$ cat config.mk
export PLATFORM = sky130hd
export DESIGN_NAME = block_average_with_max_core
export DESIGN_NICKNAME = d
export VERILOG_FILES = /design/src/sv/bawm_pkg.sv /design/src/sv/bawm_divider.sv /design/src/sv/bawm_datapath.sv /design/src/sv/bawm_sequencer.sv /design/src/sv/block_average_with_max_core.sv
export SDC_FILE = /design/constraint.sdc
export NUM_CORES = 1
export LEC_CHECK = 0
export ABC_AREA = 1
export ABC_CLOCK_PERIOD_IN_PS = 11200
export BUFFER_PORTS_ARGS = -buffer_cell sky130_fd_sc_hd__buf_2
export CAP_MARGIN = 20
export CORE_UTILIZATION = 30
export CTS_BUF_LIST = sky130_fd_sc_hd__clkbuf_4
export CTS_CLUSTER_DIAMETER = 100
export DETAILED_ROUTE_END_ITERATION = 10
export PLACE_DENSITY_LB_ADDON = 0.1
export SLEW_MARGIN = 20
export SYNTH_ARGS = -nofsm -noshare
export SYNTH_HDL_FRONTEND = slang
export SYNTH_SLANG_ARGS = --single-unit
export TNS_END_PERCENT = 20
$ cat constraint.sdc
create_clock -name clk -period 11.2 [get_ports clk]
set_input_delay 2.24 -clock clk [delete_from_list [all_inputs] [get_ports clk]]
set_output_delay 2.24 -clock clk [all_outputs]
set_load 0.05 [all_outputs]
$ cat src/sv/bawm_pkg.sv
`timescale 1ns / 1ps
`default_nettype none
// ----------------------------------------------------------------------------
// bawm_pkg
// Shared types, field widths and the microcode program of the block average
// core.
// ----------------------------------------------------------------------------
package bawm_pkg;

    localparam int CFG_W    = 13;
    localparam int SAMPLE_W = 16;
    localparam int SUM_W    = 28;
    localparam int AVG_W    = 24;
    localparam int BLK_W    = 16;
    localparam int OUT_W    = 2 * AVG_W + BLK_W;
    localparam int STEP_W   = 4;

    localparam logic [CFG_W-1:0] WIN_RESET = CFG_W'(60);

    localparam logic [AVG_W-1:0] AVG_MAX = {1'b0, {(AVG_W - 1){1'b1}}};
    localparam logic [AVG_W-1:0] AVG_MIN = {1'b1, {(AVG_W - 1){1'b0}}};

    typedef logic [STEP_W-1:0] step_t;

    // jump conditions: when true go to target, else fall through (or return to ST_WAIT on ret)
    typedef enum logic [2:0] {
        COND_NONE,
        COND_ALWAYS,
        COND_NO_INPUT,
        COND_NO_BLOCK,
        COND_DIV_MORE,
        COND_OUT_FULL
    } cond_t;

    typedef enum logic {
        DIV_SRC_SUM,
        DIV_SRC_MAX
    } div_src_t;

    typedef struct packed {
        logic     in_ready;
        logic     acc_en;
        logic     max_en;
        logic     div_load;
        div_src_t div_src;
        logic     div_step;
        logic     store_avg;
        logic     store_max;
        logic     clr_block;
        logic     emit;
        cond_t    cond;
        step_t    target;
        logic     ret;
    } ctrl_t;

    typedef struct packed {
        logic no_input;
        logic no_block;
        logic div_more;
        logic out_full;
    } status_t;

    localparam step_t ST_WAIT    = STEP_W'(0);
    localparam step_t ST_ACC     = STEP_W'(1);
    localparam step_t ST_MAX     = STEP_W'(2);
    localparam step_t ST_LOAD_A  = STEP_W'(3);
    localparam step_t ST_DIV_A   = STEP_W'(4);
    localparam step_t ST_STORE_A = STEP_W'(5);
    localparam step_t ST_LOAD_M  = STEP_W'(6);
    localparam step_t ST_DIV_M   = STEP_W'(7);
    localparam step_t ST_STORE_M = STEP_W'(8);
    localparam step_t ST_EMIT    = STEP_W'(9);

    // Microcode ROM: one control word per step.
    function automatic ctrl_t ucode(step_t step);
        ctrl_t w;
        w        = '0;
        w.cond   = COND_NONE;
        w.target = ST_WAIT;
        unique case (step)
            ST_WAIT:
            begin
                w.in_ready = 1'b1;
                w.cond     = COND_NO_INPUT;
                w.target   = ST_WAIT;
            end
            ST_ACC:
            begin
                w.acc_en = 1'b1;
                w.cond   = COND_NO_BLOCK;
                w.target = ST_WAIT;
            end
            ST_MAX:
            begin
                w.max_en = 1'b1;
            end
            ST_LOAD_A:
            begin
                w.div_load = 1'b1;
                w.div_src  = DIV_SRC_SUM;
            end
            ST_DIV_A:
            begin
                w.div_step = 1'b1;
                w.cond     = COND_DIV_MORE;
                w.target   = ST_DIV_A;
            end
            ST_STORE_A:
            begin
                w.store_avg = 1'b1;
            end
            ST_LOAD_M:
            begin
                w.div_load = 1'b1;
                w.div_src  = DIV_SRC_MAX;
            end
            ST_DIV_M:
            begin
                w.div_step = 1'b1;
                w.cond     = COND_DIV_MORE;
                w.target   = ST_DIV_M;
            end
            ST_STORE_M:
            begin
                w.store_max = 1'b1;
                w.clr_block = 1'b1;
            end
            ST_EMIT:
            begin
                w.emit   = 1'b1;
                w.cond   = COND_OUT_FULL;
                w.target = ST_EMIT;
                w.ret    = 1'b1;
            end
            default:
            begin
                w.cond   = COND_ALWAYS;
                w.target = ST_WAIT;
            end
        endcase
        return w;
    endfunction

endpackage
`default_nettype wire

$ cat src/sv/bawm_divider.sv
`timescale 1ns / 1ps
`default_nettype none
// ----------------------------------------------------------------------------
// bawm_divider
// Restoring unsigned divider, one quotient bit per step.
// ----------------------------------------------------------------------------
module bawm_divider #(
    parameter int DVD_W = 36,
    parameter int DIV_W = 13
) (
    input  logic             clk,
    input  logic             rst_n,
    input  logic             load,
    input  logic             step,
    input  logic [DVD_W-1:0] dividend,
    input  logic [DIV_W-1:0] divisor,
    output logic [DVD_W-1:0] quotient,
    output logic             last
);

    localparam int CNT_W = $clog2(DVD_W + 1);

    logic [DVD_W-1:0] quo_reg;
    logic [DVD_W-1:0] quo_next;
    logic [DIV_W-1:0] rem_reg;
    logic [DIV_W-1:0] rem_next;
    logic [CNT_W-1:0] iter_reg;
    logic [DIV_W:0]   rem_shift;
    logic [DIV_W:0]   rem_diff;
    logic             ge;

    always_comb
    begin
        rem_shift = {rem_reg, quo_reg[DVD_W-1]};
        rem_diff  = rem_shift - {1'b0, divisor};
        ge        = rem_shift >= {1'b0, divisor};
        // remainder stays below the divisor, so the difference fits
        rem_next  = ge ? rem_diff[DIV_W-1:0] : rem_shift[DIV_W-1:0];
        quo_next  = {quo_reg[DVD_W-2:0], ge};
    end

    always_ff @(posedge clk or negedge rst_n)
    begin
        if (!rst_n)
        begin
            iter_reg <= '0;
        end
        else if (load)
        begin
            iter_reg <= CNT_W'(DVD_W);
        end
        else if (step && iter_reg != '0)
        begin
            iter_reg <= iter_reg - CNT_W'(1);
        end
    end

    always_ff @(posedge clk)
    begin
        if (load)
        begin
            quo_reg <= dividend;
            rem_reg <= '0;
        end
        else if (step)
        begin
            quo_reg <= quo_next;
            rem_reg <= rem_next;
        end
    end

    assign quotient = quo_reg;
    assign last     = iter_reg == CNT_W'(1);

endmodule
`default_nettype wire

$ cat src/sv/bawm_datapath.sv
`timescale 1ns / 1ps
`default_nettype none
// ----------------------------------------------------------------------------
// bawm_datapath
// Block accumulator, running maximum, divider and output word register,
// driven by the control word of the sequencer.
// ----------------------------------------------------------------------------
module bawm_datapath #(
    parameter int MAX_WINDOW    = 4096,
    parameter int FRACTION_BITS = 8
) (
    input  logic                         clk,
    input  logic                         rst_n,
    input  bawm_pkg::ctrl_t              ctrl,
    output bawm_pkg::status_t            status,
    input  logic                         cfg_valid,
    input  logic [bawm_pkg::CFG_W-1:0]   cfg_data,
    input  logic                         in_valid,
    input  logic [bawm_pkg::SAMPLE_W-1:0] in_sample,
    input  logic                         in_start,
    output logic                         out_valid,
    input  logic                         out_ready,
    output logic [bawm_pkg::OUT_W-1:0]   out_data
);

    import bawm_pkg::*;

    localparam int WIN_W = $clog2(MAX_WINDOW + 1);
    localparam int DVD_W = SUM_W + FRACTION_BITS;
    localparam logic [DVD_W-1:0] POS_LIM = DVD_W'(AVG_MAX);
    localparam logic [DVD_W-1:0] NEG_LIM = DVD_W'(1) << (AVG_W - 1);

    logic [CFG_W-1:0]    win_cfg_reg;
    logic [SAMPLE_W-1:0] sample_reg;
    logic                start_reg;
    logic [SUM_W-1:0]    sum_reg;
    logic [SUM_W-1:0]    sum_next;
    logic [WIN_W-1:0]    count_reg;
    logic [WIN_W-1:0]    count_next;
    logic [SUM_W-1:0]    max_sum_reg;
    logic                have_max_reg;
    logic [BLK_W-1:0]    blocks_reg;
    logic [BLK_W-1:0]    number_reg;
    logic                neg_reg;
    logic [AVG_W-1:0]    avg_reg;
    logic [AVG_W-1:0]    max_avg_reg;
    logic                out_valid_reg;
    logic [OUT_W-1:0]    out_data_reg;

    logic [31:0]         cfg_ext;
    logic [31:0]         win_ext;
    logic [WIN_W-1:0]    win;
    logic [SUM_W-1:0]    div_src_val;
    logic [SUM_W-1:0]    div_mag;
    logic [DVD_W-1:0]    dividend;
    logic [DVD_W-1:0]    quotient;
    logic [DVD_W-1:0]    quo_neg;
    logic                div_last;
    logic [AVG_W-1:0]    sat_avg;
    logic                in_fire;
    logic                out_load;
    logic                out_full;

    // clamp the window into 1..MAX_WINDOW
    always_comb
    begin
        cfg_ext = 32'(win_cfg_reg);
        priority if (cfg_ext == 32'd0)
        begin
            win_ext = 32'd1;
        end
        else if (cfg_ext > 32'(MAX_WINDOW))
        begin
            win_ext = 32'(MAX_WINDOW);
        end
        else
        begin
            win_ext = cfg_ext;
        end
        win = win_ext[WIN_W-1:0];
    end

    always_comb
    begin
        sum_next   = (start_reg ? '0 : sum_reg)
                   + {{(SUM_W - SAMPLE_W){sample_reg[SAMPLE_W-1]}}, sample_reg};
        count_next = (start_reg ? '0 : count_reg) + WIN_W'(1);
    end

    always_comb
    begin
        div_src_val = (ctrl.div_src == DIV_SRC_MAX) ? max_sum_reg : sum_reg;
        div_mag     = div_src_val[SUM_W-1] ? SUM_W'(0) - div_src_val : div_src_val;
        dividend    = DVD_W'(div_mag) << FRACTION_BITS;
    end

    bawm_divider #(
        .DVD_W (DVD_W),
        .DIV_W (WIN_W)
    ) u_divider (
        .clk      (clk),
        .rst_n    (rst_n),
        .load     (ctrl.div_load),
        .step     (ctrl.div_step),
        .dividend (dividend),
        .divisor  (win),
        .quotient (quotient),
        .last     (div_last)
    );

    // sign the quotient and saturate to the average range
    always_comb
    begin
        quo_neg = DVD_W'(0) - quotient;
        if (!neg_reg)
        begin
            sat_avg = (quotient > POS_LIM) ? AVG_MAX : quotient[AVG_W-1:0];
        end
        else
        begin
            sat_avg = (quotient > NEG_LIM) ? AVG_MIN : quo_neg[AVG_W-1:0];
        end
    end

    assign in_fire  = ctrl.in_ready && in_valid;
    assign out_full = out_valid_reg && !out_ready;
    assign out_load = ctrl.emit && !out_full;

    always_comb
    begin
        status.no_input = !in_valid;
        status.no_block = count_next < win;
        status.div_more = !div_last;
        status.out_full = out_full;
    end

    always_ff @(posedge clk or negedge rst_n)
    begin
        if (!rst_n)
        begin
            win_cfg_reg   <= WIN_RESET;
            sum_reg       <= '0;
            count_reg     <= '0;
            max_sum_reg   <= '0;
            have_max_reg  <= 1'b0;
            blocks_reg    <= '0;
            out_valid_reg <= 1'b0;
        end
        else
        begin
            if (cfg_valid)
            begin
                win_cfg_reg <= cfg_data;
            end
            if (ctrl.acc_en)
            begin
                sum_reg   <= sum_next;
                count_reg <= count_next;
                if (start_reg)
                begin
                    max_sum_reg  <= '0;
                    have_max_reg <= 1'b0;
                    blocks_reg   <= '0;
                end
            end
            if (ctrl.max_en)
            begin
                if (!have_max_reg || $signed(sum_reg) > $signed(max_sum_reg))
                begin
                    max_sum_reg  <= sum_reg;
                    have_max_reg <= 1'b1;
                end
                if (blocks_reg != '1)
                begin
                    blocks_reg <= blocks_reg + BLK_W'(1);
                end
            end
            if (ctrl.clr_block)
            begin
                sum_reg   <= '0;
                count_reg <= '0;
            end
            if (out_load)
            begin
                out_valid_reg <= 1'b1;
            end
            else if (out_ready)
            begin
                out_valid_reg <= 1'b0;
            end
        end
    end

    always_ff @(posedge clk)
    begin
        if (in_fire)
        begin
            sample_reg <= in_sample;
            start_reg  <= in_start;
        end
        if (ctrl.max_en)
        begin
            number_reg <= blocks_reg;
        end
        if (ctrl.div_load)
        begin
            neg_reg <= div_src_val[SUM_W-1];
        end
        if (ctrl.store_avg)
        begin
            avg_reg <= sat_avg;
        end
        if (ctrl.store_max)
        begin
            max_avg_reg <= sat_avg;
        end
        if (out_load)
        begin
            out_data_reg <= {number_reg, max_avg_reg, avg_reg};
        end
    end

    assign out_valid = out_valid_reg;
    assign out_data  = out_data_reg;

endmodule
`default_nettype wire

$ cat src/sv/bawm_sequencer.sv
`timescale 1ns / 1ps
`default_nettype none
// ----------------------------------------------------------------------------
// bawm_sequencer
// Step counter over the microcode ROM with conditional jumps.
// ----------------------------------------------------------------------------
module bawm_sequencer (
    input  logic              clk,
    input  logic              rst_n,
    input  bawm_pkg::status_t status,
    output bawm_pkg::ctrl_t   ctrl
);

    import bawm_pkg::*;

    step_t step_reg;
    step_t step_next;
    logic  take;

    assign ctrl = ucode(step_reg);

    always_comb
    begin
        unique case (ctrl.cond)
            COND_NONE:     take = 1'b0;
            COND_ALWAYS:   take = 1'b1;
            COND_NO_INPUT: take = status.no_input;
            COND_NO_BLOCK: take = status.no_block;
            COND_DIV_MORE: take = status.div_more;
            COND_OUT_FULL: take = status.out_full;
            default:       take = 1'b1;
        endcase
        priority if (take)
        begin
            step_next = ctrl.target;
        end
        else if (ctrl.ret)
        begin
            step_next = ST_WAIT;
        end
        else
        begin
            step_next = step_reg + STEP_W'(1);
        end
    end

    always_ff @(posedge clk or negedge rst_n)
    begin
        if (!rst_n)
        begin
            step_reg <= ST_WAIT;
        end
        else
        begin
            step_reg <= step_next;
        end
    end

endmodule
`default_nettype wire

$ cat src/sv/block_average_with_max_core.sv
`timescale 1ns / 1ps
`default_nettype none
// ----------------------------------------------------------------------------
// block_average_with_max_core
// Non-overlapping block average decimator with a running maximum.
// ----------------------------------------------------------------------------
// Usage:
//   cfg_valid/cfg_data write the window length (samples per block); cfg_ready
//   is always high. Write it only while the core is idle.
//   The input stream carries one sample per word; tuser marks the first
//   sample of a series, which clears the partial block, maximum and counter.
//   The output stream carries one word per completed block: block average,
//   maximum average (both 8 fraction bits by default) and block number.
// Steps:
//   A sample that does not complete a block is accepted, then added.
//   A completing sample also updates the maximum, then runs the
//   one-bit-per-step divider once for each average, block then maximum; the
//   word appears on the output the cycle after the emit step.
// Reset: window length returns to 60, sums, maximum and counter clear.
// Stall: the output register holds a word until taken; the core keeps taking
//   samples and waits in its emit step only if a second result is ready.
// ----------------------------------------------------------------------------
module block_average_with_max_core #(
    parameter int MAX_WINDOW    = 4096,
    parameter int FRACTION_BITS = 8
) (
    input  logic                          clk,
    input  logic                          rst_n,
    input  logic                          cfg_valid,
    output logic                          cfg_ready,
    input  logic [bawm_pkg::CFG_W-1:0]    cfg_data,
    input  logic                          s_axis_tvalid,
    output logic                          s_axis_tready,
    input  logic [bawm_pkg::SAMPLE_W-1:0] s_axis_tdata,  // [15:0] sample
    input  logic                          s_axis_tuser,  // [0] start_series
    output logic                          m_axis_tvalid,
    input  logic                          m_axis_tready,
    // [23:0] block_average, [47:24] max_average, [63:48] block_number
    output logic [bawm_pkg::OUT_W-1:0]    m_axis_tdata
);

    import bawm_pkg::*;

    ctrl_t   ctrl;
    status_t status;

    bawm_sequencer u_sequencer (
        .clk    (clk),
        .rst_n  (rst_n),
        .status (status),
        .ctrl   (ctrl)
    );

    bawm_datapath #(
        .MAX_WINDOW    (MAX_WINDOW),
        .FRACTION_BITS (FRACTION_BITS)
    ) u_datapath (
        .clk       (clk),
        .rst_n     (rst_n),
        .ctrl      (ctrl),
        .status    (status),
        .cfg_valid (cfg_valid),
        .cfg_data  (cfg_data),
        .in_valid  (s_axis_tvalid),
        .in_sample (s_axis_tdata),
        .in_start  (s_axis_tuser),
        .out_valid (m_axis_tvalid),
        .out_ready (m_axis_tready),
        .out_data  (m_axis_tdata)
    );

    assign cfg_ready     = 1'b1;
    assign s_axis_tready = ctrl.in_ready;

endmodule
`default_nettype wire

* Word level (Yosys, flattened, before mapping) *
Index checks and enable logic that the tools add are counted.

word-level totals
  bits of input ports = 35
  word-level logic and storage cells = 112
  output and inout port bits = 67
  bits in registers = 305

cells by class
  equality and inequality tests = 15
  order comparisons = 6
  add/subtract/negate cells = 8
  mux-type cells = 44
  reductions and logical operators = 20

operators with widths
  operator                 number
  $mux W28                 9
  $mux W13                 6
  $mux W24                 3
  $mux W36                 2
  $mux W16                 4
  $pmux W7 S6              1
  $gt A36 B23 Y1 const B   1
  $gt A36 B24 Y1 const B   1
  $add A28 B28 Y28         1
  $gt A28 B28 Y1           1
  $sub A1 B28 Y28 const A  1
  $sub A1 B24 Y24 const A  1
  $add A16 B1 Y16 const B  1
  $eq A4 B3 Y1 const B     4
  $ne A16 B16 Y1 const B   1
  $ge A14 B13 Y1           1
  $add A13 B1 Y13 const B  1
  $gt A13 B13 Y1 const B   1
  $logic_not A13 Y1        1
  $lt A13 B13 Y1           1
  $sub A13 B13 Y13         1
  $mux W1                  12
  $mux W6                  2
  $eq A4 B2 Y1 const B     2
  other kinds (20)         34

* Longest topological paths before layout *
  word-level depth = 6
  gate-level depth with buffers = 21
  depth with buffers taken out = 19

* Modules after synthesis *
From an unflattened synthesis, not the netlist that was laid out.

second synthesis, totals
  cells, all modules = 2,109
  area total of the unflattened synthesis = 17,530.6 um^2

modules (own cells, without submodules)
  module                       cells each  area each (um^2)  times used  sequential area each (um^2)
  bawm_datapath                1,569       13,693.1          1           6,891.6
  bawm_divider                 468         3,413.3           1           1,491.4
  bawm_sequencer               70          412.9             1           100.1
  block_average_with_max_core  2           11.3              1           0.0

* Least setup slack after synthesis *
OpenSTA, ideal clock, no wires.

  path type = input to register
  from = input m_axis_tready
  to = register u_datapath.out_data_reg[0], in the netlist u_datapath.out_data[0], enable pin
  library setup time = 0.487 ns
  path slack = 5.737 ns
  arrival = 4.977 ns
  cell stages on the path = 2
  path buffers = 0
  required time = 10.713 ns
  cell sequence = nor2_1 -> nor2_1

on the way
  word-level cells in the longest chain between the ends = 4

RTL lines
  element                  line                               source
  start, declared          block_average_with_max_core.sv:37  input logic m_axis_tready,
  $logic_not A1 Y1         bawm_datapath.sv:126               assign out_full = out_valid_reg && !out_ready;
  $logic_and A1 B1 Y1      bawm_datapath.sv:126
  $logic_not A1 Y1         bawm_datapath.sv:127               assign out_load = ctrl.emit && !out_full;
  $logic_and A1 B1 Y1      bawm_datapath.sv:127
  net u_datapath.out_load  bawm_datapath.sv:61                logic out_load;
  end signal, assigned     bawm_datapath.sv:219               out_data_reg <= {number_reg, max_avg_reg, avg_reg};
  end, declared            bawm_datapath.sv:48                logic [OUT_W-1:0] out_data_reg;

The timed path passes the listed nets, and every way through them passes these cells.
A chain may end at the register's enable or synchronous reset.

* Worst setup path after layout *
  from = register u_sequencer.step_reg[2]
  to = output s_axis_tready

on the way
  word-level cells in the longest chain between the ends = 2

RTL lines
  element                 line                               source
  start, declared         bawm_sequencer.sv:16               step_t step_reg;
  start signal, assigned  bawm_sequencer.sv:55               step_reg <= step_next;
  $logic_not A4 Y1        bawm_pkg.sv:80                     unique case (step)
  $mux W1                 bawm_pkg.sv:80
  end, declared           block_average_with_max_core.sv:33  output logic s_axis_tready,

Every way passes these cells.

==> flow_summary.json <==
{
  "initial_utilization_pct": 30.6,
  "route.met2.wl_um": 18200,
  "worstRegToRegCells": 7,
  "report.final.slew_viol_count": 0,
  "fin_worst_skew_ps": 48.5,
  "met3_wire_len_um": 1850,
  "hpwl_um": 30200,
  "grt_start_max_net_pins": 66,
  "insertion_delay_ps": 850,
  "tritoncts": "done",
  "die_w_um": 237,
  "top_signal_layer_used": "met4",
  "pwr_density_cell_nw_per_um2": 153,
  "timing.setup.critical_path_class": "flip-flop to output port",
  "htree_levels": 3,
  "pin_count": 102,
  "global_route.usage.total_pct": 15.2,
  "finalSetupViolations": 0,
  "layout_min_cycle_time_ps": 4350,
  "synthArstFlopShare_pct": 36.1,
  "largest_register_ffs": 64,
  "critPathLaunchType": "flip-flop",
  "dieArea_sq_um": 56300,
  "hold_path_class": "flip-flop to flip-flop",
  "globalRoute.totalOverflow": 0,
  "drt_via_density": 4.66,
  "drv_cap": 0,
  "global_route_wire_length_before_repair_um": 68200,
  "place_congestion": 0.838,
  "clock_tree.buffer_depth": 3,
  "grt_antenna_before_repair": 2,
  "synth_top_area_share_pct": 31.5,
  "final.period_utilization_pct": 38.9,
  "final_common_cell": "sky130_fd_sc_hd__nand2_1",
  "clock_tree.root_cell": "sky130_fd_sc_hd__clkbuf_4",
  "die_height_um": 237,
  "slew-limit-headroom_pct": 29.8,
  "io_buffers": 100,
  "post-cts-setup-buffers": 0,
  "yosysWarnings": 0,
  "wire_length_on_met1_um": 21400,
  "netlist_area_sq_um": 16600,
  "drive_above_1_share_pct": 14.8,
  "fin_ws_ps": 6850,
  "drt-wirelength-per-cell_um": 14.8,
  "seq_area_frac_synth_pct": 50.6,
  "yosys-top-cells-area": "sky130_fd_sc_hd__edfxtp_1 (31%), sky130_fd_sc_hd__dfrtp_1 (16%), sky130_fd_sc_hd__nand2_1 (10%)",
  "critPathArrivalTime_ps": 2110,
  "final_net_count": 2199,
  "crit_path_max_fanout": 5,
  "synth_enable_flop_cells": 174,
  "syn-num-nets": 2046,
  "vdd_drop_max_uv": 59.4,
  "post_cts_resize_count": 0,
  "netlist_instances": 1923,
  "tightestPinTransition_ps": 1050,
  "tns_ps": 0,
  "synth_seq_cells": 305,
  "areaGrowthSynthToFinish_pct": 14.8,
  "static-leakage-power_nw": 8.59,
  "drtAntennaViolNets": 0,
  "detailed_route_iter0_violations": 704,
  "routed_via_count": 13300,
  "post_cts_hold_buffer_count": 0,
  "worstPathRequired_ps": 8960,
  "cts.sink_count": 305,
  "route.final.wire_length_um": 42200,
  "run_status": "completed",
  "numCtsBuffers": 91,
  "synth.lib_cells_used.distinct": 54,
  "cp-end-kind": "output port",
  "path_clk_slew_ps": 70,
  "rows": 85,
  "max_freq_ghz": 0.230,
  "pre_cts_slack_ps": 7060,
  "first_global_vias": 12800,
  "design.core.area_sq_um": 54200,
  "final-hold-violation-count": 0,
  "layout.cells.most_common_list": "sky130_fd_sc_hd__nand2_1 (451), sky130_fd_sc_hd__inv_1 (212), sky130_fd_sc_hd__nor2_1 (178), sky130_fd_sc_hd__o21ai_0 (177), sky130_fd_sc_hd__edfxtp_1 (174)",
  "drtPass1Iterations": 8,
  "postSynthAreaPerCell_sq_um": 8.63,
  "hold-path-cell-count": 0,
  "drc": 0,
  "p_total_mw": 2.91,
  "synth_ff_type": "sky130_fd_sc_hd__edfxtp_1",
  "grt_setup_unrepaired": "false",
  "synth_area_leader_cell": "sky130_fd_sc_hd__edfxtp_1"
}
[power breakdown]
group / internal [mW] / switching, mW / total [mW] / leakage, nW
Combinational: 0.166 / 0.260 / 0.426 / 4.75
Sequential: 1.28 / 0.0799 / 1.36 / 3.10
Clock: 0.618 / 0.506 / 1.12 / 0.738
Total: 2.07 / 0.846 / 2.91 / 8.59
[worst paths after layout]
path	startpoint	to	slack [ps]
worst max register to register	u_sequencer.step_reg[0]$_DFF_PN0_	u_datapath.u_divider.quotient[31]$_DFFE_PP_	7140
worst min register to register	u_datapath.number_reg[5]$_DFFE_PN_	u_datapath.out_data[53]$_DFFE_PP_	410
worst max-delay path	u_sequencer.step_reg[2]$_DFF_PN0_	s_axis_tready	6850
worst min-delay path	u_datapath.number_reg[5]$_DFFE_PN_	u_datapath.out_data[53]$_DFFE_PP_	410
min in group asynchronous	rst_n	u_datapath.out_valid$_DFFE_PN0P_	1540
max in group asynchronous	rst_n	u_datapath.sum_reg[22]$_DFFE_PN0P_	8390
[final cells by class]
class                           instances  area (sq um)
Inverter                              220           826
Fill cell                            5650         35200
Timing Repair Buffer                  112           593
Clock inverter                         26           174
Clock buffer                          140          1050
Tap cell                              696           871
Sequential cell                       305          8400
Multi-Input combinational cell       1346          7130
Antenna cell                            4          10.0
[synthesized netlist by cell type (all sizes together), types with 4 or more instances]
library cell,instances
o21ai,200
o21a,4
a21oi,91
o22ai,27
dfxtp,21
edfxtp,174
mux2,4
ha,86
nand2,464
and2,4
nand4,25
clkbuf,29
inv,218
dfrtp,106
xnor2,8
o21bai,6
xor2,33
dfstp,4
nor3,24
nor2,192
a21o,11
buf,23
nand3,125
a31oi,5
nor4,8
[per-layer routing]
metal	vias to the layer above	GRT usage, %
li1	6861	-
met1	6062	21.3
met2	267	23.1
met3	79	3.48
met4	0	4.73
met5	-	0
[through the flow]
stage               utilization [%]  std cells  cell area [sq um]  hold slack (ps)
floorplan                         -       1923              16600              400
global placement               32.9       2679              17800              401
detailed placement             32.9       2679              17800              405
CTS                            35.1       2845              19000              410
global route                   35.1       2849              19100              410
finish                         35.1       2849              19100              409
[logic make-up (layout without fill, tap and decap cells)]
logic type	Yosys count	after routing	synth area share (%)
flip-flops	305	305	50.6
multiplexers	4	4	0.271
buffers and inverters	272	498	6.52
AND/OR/NAND/NOR	851	851	21.7
AO/OA/AOI/OAI	361	361	12.0
adder cells (fa/ha/maj)	88	88	6.72
XOR/XNOR	41	41	2.16
other	1	5	0.0226
[critical path, cell delays in order (launching register included)]
cell and delay, ps:
sky130_fd_sc_hd__dfrtp_1 430, sky130_fd_sc_hd__nor2_1 150, sky130_fd_sc_hd__inv_1 140, sky130_fd_sc_hd__nor2_1 250
sky130_fd_sc_hd__buf_2 310
Note: power is estimated with default switching activity, not from simulation.
